## config.mk

```make
export PLATFORM = sky130hd
export DESIGN_NAME = cdm_front
export DESIGN_NICKNAME = d
export VERILOG_FILES = /design/src/hdl/cdm_pkg.sv /design/src/hdl/cdm_front.sv
export SDC_FILE = /design/constraint.sdc
export NUM_CORES = 1
export LEC_CHECK = 0
export ABC_AREA = 1
export BUFFER_PORTS_ARGS = -buffer_cell sky130_fd_sc_hd__buf_2
export CAP_MARGIN = 0
export CORE_MARGIN = 4
export CORE_UTILIZATION = 44
export CTS_BUF_LIST = sky130_fd_sc_hd__clkbuf_2 sky130_fd_sc_hd__clkbuf_4 sky130_fd_sc_hd__clkbuf_8
export DETAILED_ROUTE_END_ITERATION = 7
export PLACE_DENSITY = 0.68
export SKIP_LAST_GASP = 1
export SLEW_MARGIN = 10
export SYNTH_ARGS = -nofsm -noshare
export SYNTH_HDL_FRONTEND = slang
export SYNTH_SLANG_ARGS = --single-unit
```

## constraint.sdc

```tcl
create_clock -name clk -period 0.95 [get_ports clk]
set_input_delay 0.095 -clock clk [delete_from_list [all_inputs] [get_ports clk]]
set_output_delay 0.095 -clock clk [all_outputs]
set_load 0.02 [all_outputs]
```

## src/hdl/cdm_pkg.sv

```systemverilog
`default_nettype none
package cdm_pkg;

	// q.30 arithmetic, one guard bit so that 1.0 fits
	localparam int QF = 30;
	localparam int QW = QF + 1;

	localparam logic [QW-1:0] Q_ONE = QW'(1) << QF;
	localparam logic [2*QW-1:0] Q_RND = (2*QW)'(1) << (QF - 1);
	// round(pi/4 * 2^30)
	localparam logic [QW-1:0] PI4 = QW'(843314857);

	localparam int IN_BITS_DEF = 16;
	localparam int OUT_FRAC_BITS_DEF = 14;

	// horner divisors of the taylor series
	localparam int SIN_STEPS = 4;
	localparam int COS_STEPS = 5;
	localparam int SIN_K [SIN_STEPS] = '{72, 42, 20, 6};
	localparam int COS_K [COS_STEPS] = '{90, 56, 30, 12, 2};

	typedef struct packed {
		logic aneg;
		logic bneg;
		logic swap;
		logic zero;
	} flag_t;

	function automatic logic [QW-1:0] qmul(input logic [QW-1:0] a, input logic [QW-1:0] b);
		logic [2*QW-1:0] p;
		p = a * b;
		p = p + Q_RND;
		return p[QF+QW-1:QF];
	endfunction

endpackage
`default_nettype wire

```

## src/hdl/cdm_front.sv

```systemverilog
`default_nettype none
module cdm_front import cdm_pkg::*; #(
	parameter int IN_BITS = IN_BITS_DEF
) (
	input  wire logic               clk,
	input  wire logic               arst_n,
	input  wire logic               en,
	input  wire logic               in_valid,
	input  wire logic [IN_BITS-1:0] u_frac,
	input  wire logic [IN_BITS-1:0] v_frac,
	output logic                    out_valid,
	output flag_t                   flags,
	output logic [IN_BITS:0]        rm,
	output logic [IN_BITS:0]        sm
);

	localparam logic [IN_BITS:0] FULL = (IN_BITS+1)'(1) << IN_BITS;

	logic [IN_BITS:0] two_u, two_v, am, bm;
	logic             aneg, bneg;
	logic             valid_s1;
	flag_t            flags_s1;
	logic [IN_BITS:0] rm_s1, sm_s1;

	always_comb begin
		two_u = {u_frac, 1'b0};
		two_v = {v_frac, 1'b0};
		aneg  = two_u < FULL;
		bneg  = two_v < FULL;
		am    = aneg ? FULL - two_u : two_u - FULL;
		bm    = bneg ? FULL - two_v : two_v - FULL;
	end

	always_ff @(posedge clk or negedge arst_n) begin
		if (!arst_n) begin
			valid_s1 <= 1'b0;
		end else if (en) begin
			valid_s1 <= in_valid;
		end
	end

	always_ff @(posedge clk) begin
		if (en) begin
			flags_s1.aneg <= aneg;
			flags_s1.bneg <= bneg;
			flags_s1.swap <= am > bm;
			flags_s1.zero <= (am == '0) && (bm == '0);
			rm_s1         <= (am > bm) ? am : bm;
			sm_s1         <= (am > bm) ? bm : am;
		end
	end

	assign out_valid = valid_s1;
	assign flags     = flags_s1;
	assign rm        = rm_s1;
	assign sm        = sm_s1;

endmodule
`default_nettype wire

```

* Word-level counts from Yosys, hierarchy flattened *
Index checks and enable logic that the tools add are counted.

operators by class
  add/sub/neg operators = 4
  mux-type cells = 4
  $lt $le $gt $ge = 3
  reduce and logical (&&, ||, !) cells = 3

operators by type and width
  operator                                     count
  17-bit 2-to-1 mux                            4
  17-bit zero test                             2
  17-bit < comparator (second input constant)  2
  17-bit subtractor (first input constant)     2
  17-bit subtractor (second input constant)    2
  17-bit greater-than comparator               1
  1-bit logical AND                            1

word-level totals
  flip-flop bits (word level) = 39
  output and inout port bits = 39

* Depth between registers and ports, before layout *
  word-level depth = 4
  depth in mapped cells = 19

* Least setup slack after synthesis *
Ideal clock, no wire load.

  path type = input -> register
  start point = input port u_frac[0]
  end point = register rm_s1[2] (netlist: rm[2]) (data pin)
  setup time = 253 ps
  stages on the path = 17
  path slack = -1302 ps
  data arrival time = 1999 ps
  cells stage by stage = inv_1 -> ha_1 -> nand2_2 -> o21ai_2 -> xor2_1 -> inv_1 -> ha_1 -> a21oi_1 -> nand3b_1 -> a21oi_1 -> nor2_1 -> nand2_1 -> nand2_2 -> buf_2 -> inv_1 -> nand2_1 -> nand2_1

between the ends
  cells in the longest elaborated chain, start to end = 4
  elaborated cells on any way between the ends = 6

ends and longest elaborated chain
  item                                                      line                              source
  from (decl)                                               cdm_front.sv:9                    input wire logic [IN_BITS-1:0] u_frac,
  17-bit subtractor or 17-bit < comparator (tied branches)  cdm_front.sv:30, cdm_front.sv:28
  17-bit 2-to-1 mux (*)                                     cdm_front.sv:30                   am = aneg ? FULL - two_u : two_u - FULL;
  17-bit greater-than comparator                            cdm_front.sv:48                   rm_s1 <= (am > bm) ? am : bm;
  17-bit 2-to-1 mux (*)                                     cdm_front.sv:48
  to (signal assigned)                                      cdm_front.sv:48
  to (decl)                                                 cdm_front.sv:23                   logic [IN_BITS:0] rm_s1, sm_s1;

Mark *: on every way between the ends. The rest lies on a longest branch, timed or not.
A chain may end at the register's enable or synchronous reset.

* Final worst setup path *
  start point = input port v_frac[0]
  end point = register rm_s1[6] (netlist: rm[6]) (data pin)

between the ends
  cells in the longest elaborated chain, start to end = 4
  elaborated cells on any way between the ends = 6

ends and longest elaborated chain
  item                                                      line                              source
  from (decl)                                               cdm_front.sv:10                   input wire logic [IN_BITS-1:0] v_frac,
  17-bit subtractor or 17-bit < comparator (tied branches)  cdm_front.sv:31, cdm_front.sv:29
  17-bit 2-to-1 mux (*)                                     cdm_front.sv:31                   bm = bneg ? FULL - two_v : two_v - FULL;
  17-bit greater-than comparator                            cdm_front.sv:48
  17-bit 2-to-1 mux (*)                                     cdm_front.sv:48

Marks and branches as above.

==> run summary <==
hold_ws: 0.0429 ns
period utilization: 2.33
register area share after synthesis: 0.370
cell area after synthesis: 2990 µm²
cell total after placement: 659
grt total ovfl: 0
fin crit period: 2.22 ns
Final Hold Violating Endpoints: 0
leakage power: 2.53 nW
wire per inst: 14.2 µm
Compound-Gate Fraction of Synth Area: 0.0820
DR vias: 3,480
RSZ-0062 raised after global routing: true
fraction of layout cells with a size suffix above 1: 0.538
die area: 8180 µm²
Max IR drop VDD: 0.00102 V
R2R setup slack: 0.21 ns
gr usage total: 0.217
power per cell area: 1240 nW/µm²
pre-CTS WS: -1.60 ns
area occupied by registers: 1110 µm²
Synth Area in XOR/XNOR: 0.00586
ranking of synthesized cells by area: edfxtp_1, nand2_1, ha_1, inv_1, o21ai_0
FF-to-FF End: out_valid$_DFFE_PN0P_
worst skew pair latency: 0.28 ns
Worst Hold Path EP: out_valid$_DFFE_PN0P_
Worst EP required: 1.00 ns
violated checks: negative setup slack
Post-DP Area: 4260 µm²
WL final: 9.79 mm
syn_area_per_cell: 6.99 µm²
top cell type's share of synthesized area: 0.361
Primary FF master, synth: edfxtp_1
post-route ant nets: 0
CTS tree: done
asr flop ratio synth: 0.0270
drt first-iter violations: 130
EDFF count, synth: 36
CTS buffer count: 5
largest family of logic cells by synthesized area: simple AND/OR/NAND/NOR gates
Slew Limit Fails: 0
largest net degree at the start of global routing: 28
Yosys top cell by area: edfxtp_1
HP Class: primary input to flip-flop
Final Non-Filler Cells: 689
Final #Nets: 665
top-count cell post-synth: nand2_1
drt drc: 0
Initial Util: 0.463
initial antenna violation count: 0
Worst-path clk slew: 0.07 ns
Core ar.: 6460 µm²
CP endpoint kind: flip-flop
status: complete, but fails checks
first-pass detailed-route iteration total: 5
hold_sp: in_valid
critical path class: primary input to flip-flop
Worst Path Arrival: 2.27 ns
MaxCap Viol Count: 0
Avg Vias per Cell: 5.05
clk_skew: 0 ns
io pins: 75
# port buffers: 72
die extent in x: 90.5 µm
Fmax: 451 MHz
Setup violations, final: 42
simple-gate share of the synthesized area: 0.367
Cells after Synth: 428
setup total negative slack: -39.88 ns
Ys Warns: 0
Worst R2R Path Depth: 1
GPL Wtd Cong: 0.883
Design Power: 6.45 mW
Clock Path Buffers: 2
Clock Sinks: 37
Die Height: 90.5 µm
detailed placer's ending HPWL: 6.93 mm
row count: 29
Post-Synth Adder-Cell Area: 0.0753
Setup WS post-layout: -1.27 ns
wire length of the first global-routing pass: 14.3 mm
Synth top cells by count: nand2_1, inv_1, nor2_1
crit-path max FO: 9
Root Driver: clkbuf_8
synthesis-to-finish area growth: 73.9%
reg2reg start: out_valid$_DFFE_PN0P_
vias in the first global route: 3,176
# fillers: 403
Hold Crit Depth: 2
htree depth: 2
diodes inserted: 0
Synth Register Bits: 37
post-route cell area: 5200 µm²
Synth cell types: 31
multi-input logic area: 2170 µm²
CP startpoint kind: primary input
Final Util: 0.806
portion of netlist area occupied by mux cells: 0.00376
==> what timing repair did <==
action                                  CTS  global route
cloned                                    2             3
buffers inserted                         14             9
resized for setup                        80           120
pin swaps                                14            45
hold buffers                              1             0
hold endpoints to repair                  1             0
endpoints found under the setup margin   42            52
==> cells in the final DEF, fill, tap and decap left out, types with 6 or more instances in the layout <==
cell type,instances
nor2_4,12
nand3_1,21
nand2_4,14
o21ai_0,6
buf_2,50
inv_2,11
buf_6,25
ha_4,10
buf_4,100
nand3b_1,6
ha_1,8
inv_1,39
nor2_2,17
o21ai_2,14
nand2_2,28
nor2_1,17
nand3_2,8
nand4_1,7
o21ai_1,15
nand2_1,118
edfxtp_1,36
==> layout make-up <==
cell class	count	share of cell area
flip-flops and latches	37	0.213
well taps	77	0.0185
multi-input cells	324	0.417
inverters	58	0.0500
repair buffers	185	0.285
clock buffers	7	0.0161
clock inverters	1	0.000962
==> how the worst max path moves through the flow <==
stage	start	end	slack [ns]	cells past startpoint
floorplan	v_frac[2]	rm[2]$_DFFE_PP_	-1.07	17
global placement	v_frac[4]	rm[12]$_DFFE_PP_	-1.57	18
detailed placement	v_frac[4]	sm[6]$_DFFE_PP_	-1.60	17
CTS	v_frac[3]	sm[6]$_DFFE_PP_	-1.12	17
global route	v_frac[0]	rm[6]$_DFFE_PP_	-1.33	19
finish	v_frac[0]	rm[6]$_DFFE_PP_	-1.27	19
==> flip-flops by register name, summed over array words and instances (netlist names) <==
register	count
flags	4
out_valid	1
rm	16
sm	16
==> where the power goes <==
part / internal, mW / leakage (nW) / total (mW) / switching [mW]
clock: 0.572 / 0.0491 / 1.13 / 0.555
sequential: 2.10 / 0.361 / 2.19 / 0.0866
combinational: 1.44 / 2.12 / 3.13 / 1.69
total: 4.11 / 2.53 / 6.45 / 2.33
==> cells by family (layout without fill, tap and decap cells) <==
kind of cell / after synthesis / after routing
AND/OR/NAND/NOR: 253 / 254
buffers and inverters: 69 / 251
AO/OA/AOI/OAI: 47 / 47
flip-flops: 37 / 37
adder cells (fa/ha/maj): 18 / 18
XOR/XNOR: 2 / 2
other: 1 / 2
multiplexers: 1 / 1
==> routing by layer <==
metal  wire, µm  vias up  GRT usage
met4        157        0     0.0778
li1           -     1755          -
met3        411       15     0.0292
met1       3960     1602      0.264
met5          0        -          0
met2       5260      108      0.390
==> worst max-delay path, cell delays in order <==
cell     delay (ns)
buf_2          0.12
inv_4          0.08
ha_4           0.16
nand3_4        0.14
nand2_8        0.11
nand2_1        0.05
nand2_1        0.10
inv_1          0.08
ha_1           0.27
nand2_1        0.07
nor2_2         0.14
buf_4          0.13
buf_4          0.10
nand3_2        0.12
nand2_8        0.18
buf_12         0.15
inv_4          0.05
nand2_1        0.07
nand2_1        0.05
No activity file was read; power rests on OpenSTA's default activity.
