### src/hdl/cdm_pkg.sv
`default_nettype none
package cdm_pkg;

	// q.30 arithmetic, one guard bit so that 1.0 fits
	localparam int QF = 30;
	localparam int QW = QF + 1;

	localparam logic [QW-1:0] Q_ONE = QW'(1) << QF;
	localparam logic [2*QW-1:0] Q_RND = (2*QW)'(1) << (QF - 1);
	// round(pi/4 * 2^30)
	localparam logic [QW-1:0] PI4 = QW'(843314857);

	localparam int IN_BITS_DEF = 16;
	localparam int OUT_FRAC_BITS_DEF = 14;

	// horner divisors of the taylor series
	localparam int SIN_STEPS = 4;
	localparam int COS_STEPS = 5;
	localparam int SIN_K [SIN_STEPS] = '{72, 42, 20, 6};
	localparam int COS_K [COS_STEPS] = '{90, 56, 30, 12, 2};

	typedef struct packed {
		logic aneg;
		logic bneg;
		logic swap;
		logic zero;
	} flag_t;

	function automatic logic [QW-1:0] qmul(input logic [QW-1:0] a, input logic [QW-1:0] b);
		logic [2*QW-1:0] p;
		p = a * b;
		p = p + Q_RND;
		return p[QF+QW-1:QF];
	endfunction

endpackage
`default_nettype wire

### src/hdl/cdm_back.sv
`default_nettype none
module cdm_back import cdm_pkg::*; #(
	parameter int IN_BITS       = IN_BITS_DEF,
	parameter int OUT_FRAC_BITS = OUT_FRAC_BITS_DEF
) (
	input  wire logic                       clk,
	input  wire logic                       arst_n,
	input  wire logic                       en,
	input  wire logic                       in_valid,
	input  wire flag_t                      flags,
	input  wire logic [IN_BITS:0]           rm,
	input  wire logic [QW-1:0]              sn,
	input  wire logic [QW-1:0]              cs,
	output logic                            out_valid,
	output logic signed [OUT_FRAC_BITS+1:0] disk_x,
	output logic signed [OUT_FRAC_BITS+1:0] disk_y
);

	localparam int OW = OUT_FRAC_BITS + 2;
	localparam int PW = IN_BITS + 1 + QW;
	localparam int SH = IN_BITS + QF - OUT_FRAC_BITS;
	localparam logic [PW-1:0] RND = PW'(1) << (SH - 1);
	localparam logic [OW-1:0] LIM = OW'(1) << OUT_FRAC_BITS;

	logic          v_s1, v_s2;
	flag_t         f_s1;
	logic [PW-1:0] px_s1, py_s1;
	logic [OW-1:0] x_s2, y_s2;

	logic [PW-1:0] sx, sy;
	logic [OW-1:0] mx, my;

	always_comb begin
		sx = px_s1 + RND;
		sy = py_s1 + RND;
		mx = sx[PW-1:SH];
		my = sy[PW-1:SH];
		if (mx > LIM) mx = LIM;
		if (my > LIM) my = LIM;
	end

	always_ff @(posedge clk or negedge arst_n) begin
		if (!arst_n) begin
			v_s1 <= 1'b0;
			v_s2 <= 1'b0;
		end else if (en) begin
			v_s1 <= in_valid;
			v_s2 <= v_s1;
		end
	end

	always_ff @(posedge clk) begin
		if (en) begin
			f_s1  <= flags;
			px_s1 <= rm * (flags.swap ? cs : sn);
			py_s1 <= rm * (flags.swap ? sn : cs);
			if (f_s1.zero) begin
				x_s2 <= '0;
				y_s2 <= '0;
			end else begin
				x_s2 <= f_s1.aneg ? OW'(0) - mx : mx;
				y_s2 <= f_s1.bneg ? OW'(0) - my : my;
			end
		end
	end

	assign out_valid = v_s2;
	assign disk_x    = x_s2;
	assign disk_y    = y_s2;

endmodule
`default_nettype wire

### config.mk
export PLATFORM = sky130hd
export DESIGN_NAME = cdm_back
export DESIGN_NICKNAME = d
export VERILOG_FILES = /design/src/hdl/cdm_pkg.sv /design/src/hdl/cdm_back.sv
export SDC_FILE = /design/constraint.sdc
export NUM_CORES = 2
export LEC_CHECK = 0
export BUFFER_PORTS_ARGS = -buffer_cell sky130_fd_sc_hd__buf_2
export CAP_MARGIN = 20
export CORE_MARGIN = 3
export CORE_UTILIZATION = 25
export CTS_BUF_LIST = sky130_fd_sc_hd__clkbuf_4
export CTS_CLUSTER_SIZE = 40
export DETAILED_ROUTE_END_ITERATION = 8
export SLEW_MARGIN = 5
export SYNTH_ARGS = -nofsm -noshare
export SYNTH_HDL_FRONTEND = slang
export SYNTH_SLANG_ARGS = --single-unit
### constraint.sdc
create_clock -name clk -period 3.3 [get_ports clk]
set_input_delay 0.66 -clock clk [delete_from_list [all_inputs] [get_ports clk]]
set_output_delay 0.66 -clock clk [all_outputs]
set_load 0.05 [all_outputs]
Yosys cells after proc, flatten, opt, wreduce, memory -nomap -nowiden
Cells that the tools add are included.
W data, S select, Z words.

operators by class
  reductions and logical operators = 0
  $lt $le $gt $ge = 2
  shift operators = 0
  equal/unequal tests = 0
  div/mod/pow operators = 0
  add/subtract/negate cells = 4
  multiply operators = 2
  mux-type cells = 6
  bitwise operators = 0

operators with widths
  operator                  number
  $add A48 B32 Y48 const B  2
  $mul A17 B31 Y48          2
  $mux W16                  4
  $mux W31                  2
  $gt A16 B15 Y1 const B    2
  $sub A1 B16 Y16 const A   2

storage, ports and cells
  output and inout bits = 33
  bits in registers = 133
  bits in latches = 0
  RAM bits = 0
  logic and storage cells = 23
  input bits = 87
  memories = 0
  ROM bits = 0

Logic depth before layout (Yosys ltp)
  depth in word-level cells = 5
  gate-level depth with buffers = 27
  mapped depth without buffers = 24

Least setup slack after synthesis
No wires, ideal clock.

  path kind = in2reg
  start = in flags[1] in the netlist's numbering
  end = reg py_s1[47] (data pin)
  cell stages on the path = 26
  buffers on the path = 3
  data required time = 3040 ps
  data arrival time = 7105 ps
  path slack = -4065 ps
  path through = clkbuf_1 -> clkbuf_1 -> mux2_2 -> clkbuf_1 -> nand2_1 -> fa_1 -> inv_1 -> fa_1 -> inv_1 -> fa_1 -> inv_1 -> fa_1 -> fa_1 -> inv_1 -> fa_1 -> inv_1 -> ha_1 -> nand4_1 -> or4_1 -> a211o_1 -> a31oi_1 -> o21ai_1 -> a21oi_1 -> a211o_1 -> a21oi_1 -> xnor2_1

on the way
  cells in the longest elaborated chain, start to end = 2

RTL lines
  element               RTL line        text
  from (decl)           cdm_back.sv:10  input wire flag_t flags,
  $mux W31              cdm_back.sv:56  py_s1 <= rm * (flags.swap ? sn : cs);
  $mul A17 B31 Y48      cdm_back.sv:56
  to (signal assigned)  cdm_back.sv:56
  to (decl)             cdm_back.sv:27  logic [PW-1:0] px_s1, py_s1;

Every way passes these cells.
A chain may end at the register's enable or synchronous reset.

Final worst setup path
  start = in flags[1] in the netlist's numbering
  end = reg py_s1[40] (data pin)

Same word-level chain as after synthesis.

==> impl_results.md <==
- Yosys synthesis warning count: 0
- Clock period minus final worst setup slack: 6.623 ns
- Cell types occupying the most area after synthesis: sky130_fd_sc_hd__fa_1 47%, sky130_fd_sc_hd__inv_1 11%, sky130_fd_sc_hd__ha_1 8.3%, sky130_fd_sc_hd__nand2_1 7.3%, sky130_fd_sc_hd__and2_1 7.0%
- Count of buffers inserted at the top-level ports: 119
- Routed length per placed instance: 16.21 microns
- Cell occurring most often along the worst timing path: sky130_fd_sc_hd__fa_1
- Number of design rule violations left after detail routing: 0
- Cell Area, Synth: 0.03664 sq mm
- Flop and latch count out of synthesis: 71
- Fraction of post-synthesis cell area in the top cell type by area: 47.21%
- Critical path's slowest cell: sky130_fd_sc_hd__fa_1
- Number of core rows: 139
- Vias after detailed routing: 29,120
- Fin util: 31.69%
- Most instantiated flip-flop cell in the synthesis netlist: sky130_fd_sc_hd__edfxtp_1
- Layout overhead on the synthesized area: 25.00%
- Drt initial violations: 1,522
- Pin count of the biggest net entering global routing: 40
- Pins over their slew limit: 0
- Transition time at the pin with the least slew margin: 0.7123 ns
- Number of buffers added by the clock tree synthesis step: 9
- Die footprint: 0.1512 sq mm
- Worst min-delay path class: input port to flop
- CP Class: input port to flop
- Max Clk Rate: 151.0 MHz
- Clk sink count: 71
- RSZ-0062 raised after global routing: yes
- Number of antenna violations at the first check in global routing: 12
- Launching element type of the critical path: input port
- Wire length of the first global-routing pass: 171,100 microns
- Setup TNS after final layout: -106.99 ns
- Top cell type by total area after synthesis: sky130_fd_sc_hd__fa_1
- Number of hold violations in the final report: 0
- Proportion of synthesized flip-flops having asynchronous set or reset: 2.817%
- Chip Width: 388.8 microns
- Final HPWL DP: 89,660 microns
- Clock Pin Slew Worst Setup and Hold Paths: 0.12 ns
- Net count of the mapped netlist: 5,344
- Via count of the first global-routing pass: 31,540
- Peak per-stage delay on the critical path: 0.58 ns
- TritonCTS clock tree: built
- Number of max-capacitance violations reported: 0
- Remaining number of nets flagged by the antenna check after routing: 0
- Critical Path Sink Type: flop
- Maximum net fanout on the critical path: 6
- Detailed Routing Iterations Pass 1: 7
- Synth Instances: 4,149
- Commonest cells in the netlist: 1,035 x sky130_fd_sc_hd__inv_1, 864 x sky130_fd_sc_hd__fa_1, 709 x sky130_fd_sc_hd__nand2_1, 411 x sky130_fd_sc_hd__and2_1, 244 x sky130_fd_sc_hd__ha_1
- Total congestion overflow after global routing: 0
- Share of final-layout standard cells stronger than drive strength 1: 23.06%
- Setup violators final: 34
- Level count of the clock H-tree: 3
- Post-Route Skew: 0.02273 ns
- Post-synthesis area per instance: 8.831 sq um
- Hold_ws: 0.3793 ns
- Aggregate global-route resource usage: 14.22%
- Arrival time at the worst endpoint: 6.81 ns
- Result of the run: finished with violations
- Cell chosen for the clock root: sky130_fd_sc_hd__clkbuf_4
- Final RePlAce weighted congestion: 0.9366
- Number of distinct library cells after synthesis: 76
- WP data required: 3.49 ns
- Die height: 388.8 microns
- Initial Util: 25.35%
- Post-detailed-routing wire length: 106,200 microns
- Ratio of final minimum period to clock period: 200.7%
- Core Region: 0.1445 sq mm
- Filler cell count: 14,950
- Clock Path Buffers: 2
- Fin worst setup slack: -3.323 ns
- Worst relative slew slack: 52.51%
- Leading cell type by number of instances after synthesis: sky130_fd_sc_hd__inv_1
- Violated checks: setup timing
- Clock network latency to the later pin of the worst-skew pair: 0.45 ns
- EDFF count, synth: 69
- Boundary Pins: 120
- Sequential area share after synthesis: 5.792%
- Via density per instance: 4.446
- Count of nets after finishing: 5,831
==> flip-flops by register name (all words and copies together) (netlist names) <==
signal,flops
py_s1,17
out_valid,1
disk_y,16
px_s1,17
v_s1,1
f_s1,3
disk_x,16
==> per-stage QoR <==
| stage | setup WS (ns) | cells | area, sq um |
|---|---|---|---|
| after CTS | -3.327 | 6515 | 44880 |
| after global routing | -3.480 | 6545 | 45790 |
| final | -3.323 | 6550 | 45800 |
| after global placement | -4.259 | 6440 | 43220 |
| after detailed placement | -4.303 | 6440 | 43220 |
| after floorplan | -3.513 | 4149 | 37230 |
==> metal layers <==
metal | track usage (%) | up-vias | part of all wire, %
li1 | - | 13130 | -
met1 | 18.91 | 14980 | 42
met2 | 23.11 | 845 | 46
met3 | 3.031 | 169 | 7.7
met4 | 4.437 | 8 | 3.4
met5 | 0 | - | 0.052
==> cells in the final DEF, fill, tap and decap left out, types with 33 or more instances in the layout <==
cell type / instances
sky130_fd_sc_hd__edfxtp_1: 69
sky130_fd_sc_hd__buf_4: 465
sky130_fd_sc_hd__buf_2: 117
sky130_fd_sc_hd__nor2_1: 63
sky130_fd_sc_hd__mux2_4: 59
sky130_fd_sc_hd__and2_1: 371
sky130_fd_sc_hd__buf_12: 42
sky130_fd_sc_hd__a21oi_1: 42
sky130_fd_sc_hd__xnor2_1: 38
sky130_fd_sc_hd__ha_1: 204
sky130_fd_sc_hd__fa_2: 33
sky130_fd_sc_hd__nand2_1: 691
sky130_fd_sc_hd__fa_1: 831
sky130_fd_sc_hd__and2_4: 41
sky130_fd_sc_hd__buf_6: 42
sky130_fd_sc_hd__inv_2: 34
sky130_fd_sc_hd__ha_4: 34
sky130_fd_sc_hd__inv_1: 1001
==> worst max-delay path: cells and delay by family <==
kind,cells,cell delay (ns)
multiplexers,1,0.36
AND/OR/NAND/NOR,6,1.04
AO/OA/AOI/OAI,4,0.71
buffers and inverters,8,0.90
adder cells (fa/ha/maj),7,3.10
==> worst paths after layout <==
kind	start	end	slack [ns]	cells past startpoint
max	flags[1]	py_s1[40]	-3.32	26
min	flags[2]	f_s1[2]	0.38	1
max reg2reg	px_s1[31]	disk_x[12]	0.11	15
min reg2reg	out_valid	out_valid	0.52	1
max in group asynchronous	arst_n	out_valid	2.69	2
min in group asynchronous	arst_n	v_s1	0.52	2
==> cells by family after synthesis <==
group / synth area share (%)
AO/OA/AOI/OAI: 4.419
AND/OR/NAND/NOR: 17.63
buffers and inverters: 12.71
XOR/XNOR: 1.769
flip-flops: 5.792
multiplexers: 2.138
adder cells (fa/ha/maj): 55.54
==> layout make-up <==
cell class	count	area (sq um)	area share, %
Multi-Input combinational cell	2843	31680	69.16
Timing Repair Buffer	676	5623	12.28
Inverter	1035	3885	8.482
Tap cell	1903	2381	5.199
Sequential cell	71	2122	4.633
Clock buffer	9	67.56	0.1475
Clock inverter	6	28.78	0.06283
Antenna cell	7	17.52	0.03825
==> timing repair <==
action	CTS	global route
pin swaps	145	111
buffers inserted	57	34
hold endpoints to repair	2	0
endpoints found under the setup margin	35	42
gates resized for setup	244	162
hold buffers	1	0
cloned	9	0
Power is not shown: default switching activity piles up to over one toggle a cycle in this logic, so the estimate is an artifact.
