### src/hdl/cdm_pkg.sv
`default_nettype none
package cdm_pkg;

	// q.30 arithmetic, one guard bit so that 1.0 fits
	localparam int QF = 30;
	localparam int QW = QF + 1;

	localparam logic [QW-1:0] Q_ONE = QW'(1) << QF;
	localparam logic [2*QW-1:0] Q_RND = (2*QW)'(1) << (QF - 1);
	// round(pi/4 * 2^30)
	localparam logic [QW-1:0] PI4 = QW'(843314857);

	localparam int IN_BITS_DEF = 16;
	localparam int OUT_FRAC_BITS_DEF = 14;

	// horner divisors of the taylor series
	localparam int SIN_STEPS = 4;
	localparam int COS_STEPS = 5;
	localparam int SIN_K [SIN_STEPS] = '{72, 42, 20, 6};
	localparam int COS_K [COS_STEPS] = '{90, 56, 30, 12, 2};

	typedef struct packed {
		logic aneg;
		logic bneg;
		logic swap;
		logic zero;
	} flag_t;

	function automatic logic [QW-1:0] qmul(input logic [QW-1:0] a, input logic [QW-1:0] b);
		logic [2*QW-1:0] p;
		p = a * b;
		p = p + Q_RND;
		return p[QF+QW-1:QF];
	endfunction

endpackage
`default_nettype wire

### src/hdl/cdm_div.sv
`default_nettype none
module cdm_div import cdm_pkg::*; #(
	parameter int IN_BITS = IN_BITS_DEF
) (
	input  wire logic            clk,
	input  wire logic            arst_n,
	input  wire logic            en,
	input  wire logic            in_valid,
	input  wire flag_t           flags_in,
	input  wire logic [IN_BITS:0] rm_in,
	input  wire logic [IN_BITS:0] sm_in,
	output logic                 out_valid,
	output flag_t                flags_out,
	output logic [IN_BITS:0]     rm_out,
	output logic [QW-1:0]        quo
);

	// restoring division, one quotient bit per stage
	localparam int NW = IN_BITS + QW;
	localparam int DW = IN_BITS + 1;
	localparam int RW = IN_BITS + 2;

	logic [NW-1:0] num_in;
	logic [RW-1:0] rem_in0;

	logic          v_s  [QW];
	flag_t         f_s  [QW];
	logic [DW-1:0] d_s  [QW];
	logic [NW-1:0] n_s  [QW];
	logic [RW-1:0] r_s  [QW];
	logic [QW-1:0] q_s  [QW];

	assign num_in  = {sm_in, {(NW-DW){1'b0}}} + NW'(rm_in >> 1);
	assign rem_in0 = RW'(num_in[NW-1:QW]);

	for (genvar j = 0; j < QW; j++) begin : g_stage
		logic          v_i;
		flag_t         f_i;
		logic [DW-1:0] d_i;
		logic [NW-1:0] n_i;
		logic [RW-1:0] r_i;
		logic [QW-1:0] q_i;
		logic [RW-1:0] trial;
		logic          ge;

		if (j == 0) begin : g_first
			assign v_i = in_valid;
			assign f_i = flags_in;
			assign d_i = rm_in;
			assign n_i = num_in;
			assign r_i = rem_in0;
			assign q_i = '0;
		end else begin : g_next
			assign v_i = v_s[j-1];
			assign f_i = f_s[j-1];
			assign d_i = d_s[j-1];
			assign n_i = n_s[j-1];
			assign r_i = r_s[j-1];
			assign q_i = q_s[j-1];
		end

		assign trial = {r_i[RW-2:0], n_i[QW-1-j]};
		assign ge    = trial >= RW'(d_i);

		always_ff @(posedge clk or negedge arst_n) begin
			if (!arst_n) begin
				v_s[j] <= 1'b0;
			end else if (en) begin
				v_s[j] <= v_i;
			end
		end

		always_ff @(posedge clk) begin
			if (en) begin
				f_s[j] <= f_i;
				d_s[j] <= d_i;
				n_s[j] <= n_i;
				r_s[j] <= ge ? trial - RW'(d_i) : trial;
				q_s[j] <= {q_i[QW-2:0], ge};
			end
		end
	end

	assign out_valid = v_s[QW-1];
	assign flags_out = f_s[QW-1];
	assign rm_out    = d_s[QW-1];
	assign quo       = q_s[QW-1];

endmodule
`default_nettype wire

### config.mk
export PLATFORM = sky130hd
export DESIGN_NAME = cdm_div
export DESIGN_NICKNAME = d
export VERILOG_FILES = /design/src/hdl/cdm_pkg.sv /design/src/hdl/cdm_div.sv
export SDC_FILE = /design/constraint.sdc
export NUM_CORES = 2
export LEC_CHECK = 0
export BUFFER_PORTS_ARGS = -buffer_cell sky130_fd_sc_hd__buf_4
export CELL_PAD_IN_SITES_DETAIL_PLACEMENT = 0
export CELL_PAD_IN_SITES_GLOBAL_PLACEMENT = 2
export CORE_MARGIN = 2
export CORE_UTILIZATION = 41
export DETAILED_ROUTE_END_ITERATION = 8
export PLACE_DENSITY = 0.75
export SKIP_LAST_GASP = 1
export SYNTH_ARGS = -nofsm -noshare
export SYNTH_HDL_FRONTEND = slang
export SYNTH_SLANG_ARGS = --single-unit
### constraint.sdc
create_clock -name clk -period 3.6 [get_ports clk]
set_clock_uncertainty 0.1 [all_clocks]
set_input_delay 0.54 -clock clk [delete_from_list [all_inputs] [get_ports clk]]
set_output_delay 0.54 -clock clk [all_outputs]
set_load 0.01 [all_outputs]
# Yosys cells after proc, flatten, opt, wreduce, memory -nomap -nowiden
# Memory sizes are Yosys's and may differ from the RTL's.
# Index checks and enable logic that the tools add are counted.
dict set report word_totals {
  mem_bits_rw 3627
  regBits 31
  memories 5
  inputBits 42
  output_inout_bits 53
}
dict set report classes {
  add_sub_neg 32
  n_lt_le_gt_ge 31
  n_mux 33
}
# memory depth word_bits rd rd_clocked_by_memory_dff wr line_no
set memory_table {}
lappend memory_table {n_s 31 47 30 0 31 cdm_div.sv:29} ;# logic [NW-1:0] n_s [QW];
lappend memory_table {q_s 31 31 31 0 31 cdm_div.sv:31} ;# logic [QW-1:0] q_s [QW];
lappend memory_table {r_s 31 18 30 0 31 cdm_div.sv:30} ;# logic [RW-1:0] r_s [QW];
lappend memory_table {d_s 31 17 31 0 31 cdm_div.sv:28} ;# logic [DW-1:0] d_s [QW];
lappend memory_table {f_s 31 4 31 0 31 cdm_div.sv:27} ;# flag_t f_s [QW];
# cell n
set op_table {}
lappend op_table {{$mux W18} 31}
lappend op_table {{$ge A18 B17 Y1} 30}
lappend op_table {{$sub A18 B17 Y18} 30}
lappend op_table {{$add A47 B16 Y47} 1}
lappend op_table {{$sub A17 B17 Y18} 1}
lappend op_table {{$ge A17 B17 Y1} 1}
lappend op_table {{$mux W1} 2}

# Depth between registers and ports, before layout
dict set report depth {
  word_depth 3
  mapped_depth 13
  ltp_nobuf 12
}

# Worst setup path after synthesis
# No wires, ideal clock.
dict set report synth_timing {
  path_type {register to register}
  startpoint {memory d_s[1][46] in the netlist's numbering}
  endpoint {memory r_s[9][27] in the netlist's numbering, data pin}
  required_ns 3.240
  path_stages_with_launch 13
  setup_ns 0.260
  slack_ns 0.293
  n_path_buf 1
  t_arrival_ns 2.947
  cell_sequence {edfxtp_1 -> inv_1 -> ha_1 -> inv_1 -> fa_1 -> a211oi_1 -> o21ai_0 -> a31oi_1 -> o21ba_2 -> o21ai_0 -> a21oi_2 -> buf_6 -> mux2_2}
}
# item line_no
set synth_rtl {}
lappend synth_rtl {{start, declared} cdm_div.sv:28}
lappend synth_rtl {{end, declared} cdm_div.sv:30}

==> out/results.ini <==
[run_status]
status = finished clean

[critical_path]
endpoint = r_s[7][29]$_DFFE_PP_
regToRegSetupSlack_ns = 0.25
r2r-start = d_s[0][254]$_DFFE_PP_
critPathRequiredTime_ns = 4.06
end_kind = flop
cp.arrival_ns = 3.82
startpoint_type = flop
worstSetupPathType = reg2reg
cp_max_fo = 18
rr_worst_depth = 12
critPathLaunch = d_s[0][254]$_DFFE_PP_
r2r-end = r_s[7][29]$_DFFE_PP_

[logic_synthesis]
synthAdderAreaFrac = 0.08693
synthArstFlopShare = 0.01836
ys_types = 86
synth-edff-count = 1657
muxShareOfSynthArea = 0.04022
synth-seq-cells = 1688
synthesis.nets = 7034
avgSynthCellArea_um2 = 12.86
synth_compound_area_frac = 0.1183
synthCells = 6435
synthSimpleGateAreaFrac = 0.06748
ys.flop_type = edfxtp_1
synth.cell_area_um2 = 82760
seq_area_frac_synth = 0.6106
yosysTopAreaCell = edfxtp_1
synth_top_family_by_area = compound AO/OA/AOI/OAI gates
synth_top_area_share = 0.6012
synth.area.top_cells = edfxtp_1 (60%), ha_1 (8.0%), mux2_2 (3.5%)
synthXorXnorAreaFrac = 0.04043
ys_warn_count = 0

[clock_network]
clk_pin_slew_worst_paths_ns = 0.06
root_buffer = clkbuf_16
cts_buffer_depth = 3
cts_max_level = 4
cts.sinks = 1688
post-cts-setup-buffers = 0
cts_tree = yes
numCtsBuffers = 188
clock_latency_ns = 0.82

[final_layout]
post-route-util = 0.4698
final_common_cell = edfxtp_1
drive_gt1_frac = 0.1154
num-fill-cells = 18000
regArea_um2 = 50530
area_growth_pct = 13.69
multi_input_area_um2 = 29300
layout.nets = 7338
layout_common_cells = edfxtp_1 (1,657), inv_1 (643), ha_1 (527)

[power]
peakVddDrop_mv = 0.5588
leakagePower_nw = 36.75
power.density_nw_per_um2 = 868.3

[timing]
setup_tns_ns = 0
worst_pin_slew_ns = 0.7852
rsz0062_at_grt = false
drv_slew = 0
min_period_ns = 3.352
hold_viol = 0
fmax_ghz = 0.2983
fin_ws_ns = 0.2482
relSlewSlack = 0.4765
setup_violations = 0
finalCritPeriodShare = 0.9311

[detailed_routing]
dr.pass1.iters = 5
wl_per_cell_um = 17.45
routed.top_layer = met4
met1_length_um = 76290
dr_wl_met3_um = 4877
drt_iter0_drc = 3106
totalWireLength_um = 166800
vias = 48720
drt.antenna.violating_nets = 0
viasPerCell = 5.097
drcViolationCount = 0
wl_met2_um = 81970

[floorplan]
die_area_um2 = 205500
floorplan.initialDensity = 0.4132
die_w_um = 453.3
rows = 164
ios = 95
core_um2 = 200300
die_y_um = 453.3

[flow_run]
drv_cap = 0

[placement]
dp_hpwl_um = 120300
place_congestion = 0.8248
portBuffers = 94
dp_worst_setup_slack_ns = 0.2557

[global_routing]
grt_pass1_wl_um = 266900
track_usage = 0.1622
grt_pass1_vias = 48730
grt_max_degree = 143
grt-ovfl-total = 0
antenna_found_initial = 1

[worst_hold_path]
hold_class = in2async

-- how the worst min path moves through the flow --
stage | endpoint | cells after the start | from | slack, ns
6_report | g_stage[29].v_i$_DFFE_PN0P_ | 2 | arst_n | 0.09
5_1_grt | g_stage[29].v_i$_DFFE_PN0P_ | 2 | arst_n | 0.08
4_1_cts | g_stage[27].v_i$_DFFE_PN0P_ | 2 | arst_n | 0.01
3_5_place_dp | f_s[22][3]$_DFFE_PP_ | 0 | f_s[21][3]$_DFFE_PP_ | 0.30
3_3_place_gp | f_s[11][1]$_DFFE_PP_ | 0 | f_s[10][1]$_DFFE_PP_ | 0.30
2_1_floorplan | g_stage[10].v_i$_DFFE_PN0P_ | 0 | arst_n | 0.14
-- report_power, final --
| part | switching, mW | internal (mW) | total [mW] |
|---|---|---|---|
| combinational | 17.2 | 14.3 | 31.4 |
| sequential | 2.76 | 28.0 | 30.7 |
| clock | 7.89 | 11.7 | 19.6 |
| total | 27.8 | 53.9 | 81.7 |
-- flip-flops by register name, summed over array words and instances, names as in the netlist --
name         count
d_s            526
q_s            496
r_s            510
out_valid        1
n_s              1
f_s            124
g_stage.v_i     30
-- worst max-delay path: stages (launching register included) --
cell and delay, ns:
edfxtp_1 0.38, inv_1 0.11, ha_1 0.18, inv_1 0.06, fa_1 0.39, a21o_1 0.19
a211oi_1 0.33, o21bai_1 0.16, o211ai_1 0.18, o211ai_1 0.16, a211oi_4 0.30, buf_12 0.20
mux2_2 0.35
-- synthesized netlist by cell type (53+ instances only) --
cell	count
o21ai_0	430
edfxtp_1	1657
nand2_1	432
nor3_1	81
nand2b_1	76
nor2b_1	58
inv_1	643
nor2_1	276
o31ai_1	53
xor2_1	180
a21o_1	161
a31oi_1	53
xnor2_1	202
nand3_1	70
nand4_1	74
a21oi_1	449
mux2_2	254
ha_1	527
o21a_1	91
clkbuf_1	77
-- repair_timing --
action | in CTS | in global routing
endpoints found under the setup margin | 0 | 16
resized for setup | 0 | 1
hold buffers | 41 | 0
endpoints found under the hold margin | 78 | 0
-- stage by stage --
| stage | hold slack [ns] | power (mW) | std cells | instance area (µm²) |
|---|---|---|---|---|
| 3_3_place_gp | 0.3004 | 62.52 | 9164 | 87290 |
| 6_report | 0.08837 | 81.70 | 9558 | 94090 |
| 3_5_place_dp | 0.3045 | 62.54 | 9164 | 87290 |
| 2_1_floorplan | 0.1444 | 53.71 | 6435 | 82760 |
| 5_1_grt | 0.08394 | 87.59 | 9558 | 94090 |
| 4_1_cts | 0.01012 | 82.72 | 9556 | 94080 |
-- area by class of cell --
| class | count | area share |
|---|---|---|
| inverter | 644 | 0.02569 |
| tap | 2656 | 0.03532 |
| multi-input combinational | 3984 | 0.3114 |
| timing repair buffer | 233 | 0.02269 |
| clock buffer | 230 | 0.05279 |
| clock inverter | 121 | 0.01500 |
| antenna | 2 | 0.00005319 |
| sequential | 1688 | 0.5371 |
-- per-layer routing --
layer  GRT usage  vias up
li1            -    24490
met1      0.2139    23370
met2      0.2778      644
met3     0.02330      223
met4     0.04620        0
met5           0        -
-- logic make-up (layout without fill, tap and decap cells) --
logic type / Yosys count / in the layout
flip-flops: 1688 / 1688
AO/OA/AOI/OAI: 1558 / 1558
AND/OR/NAND/NOR: 1191 / 1191
buffers and inverters: 763 / 1228
adder cells (fa/ha/maj): 557 / 557
XOR/XNOR: 382 / 382
multiplexers: 296 / 296
other: 0 / 2
Note: power is estimated with default switching activity, not from simulation.
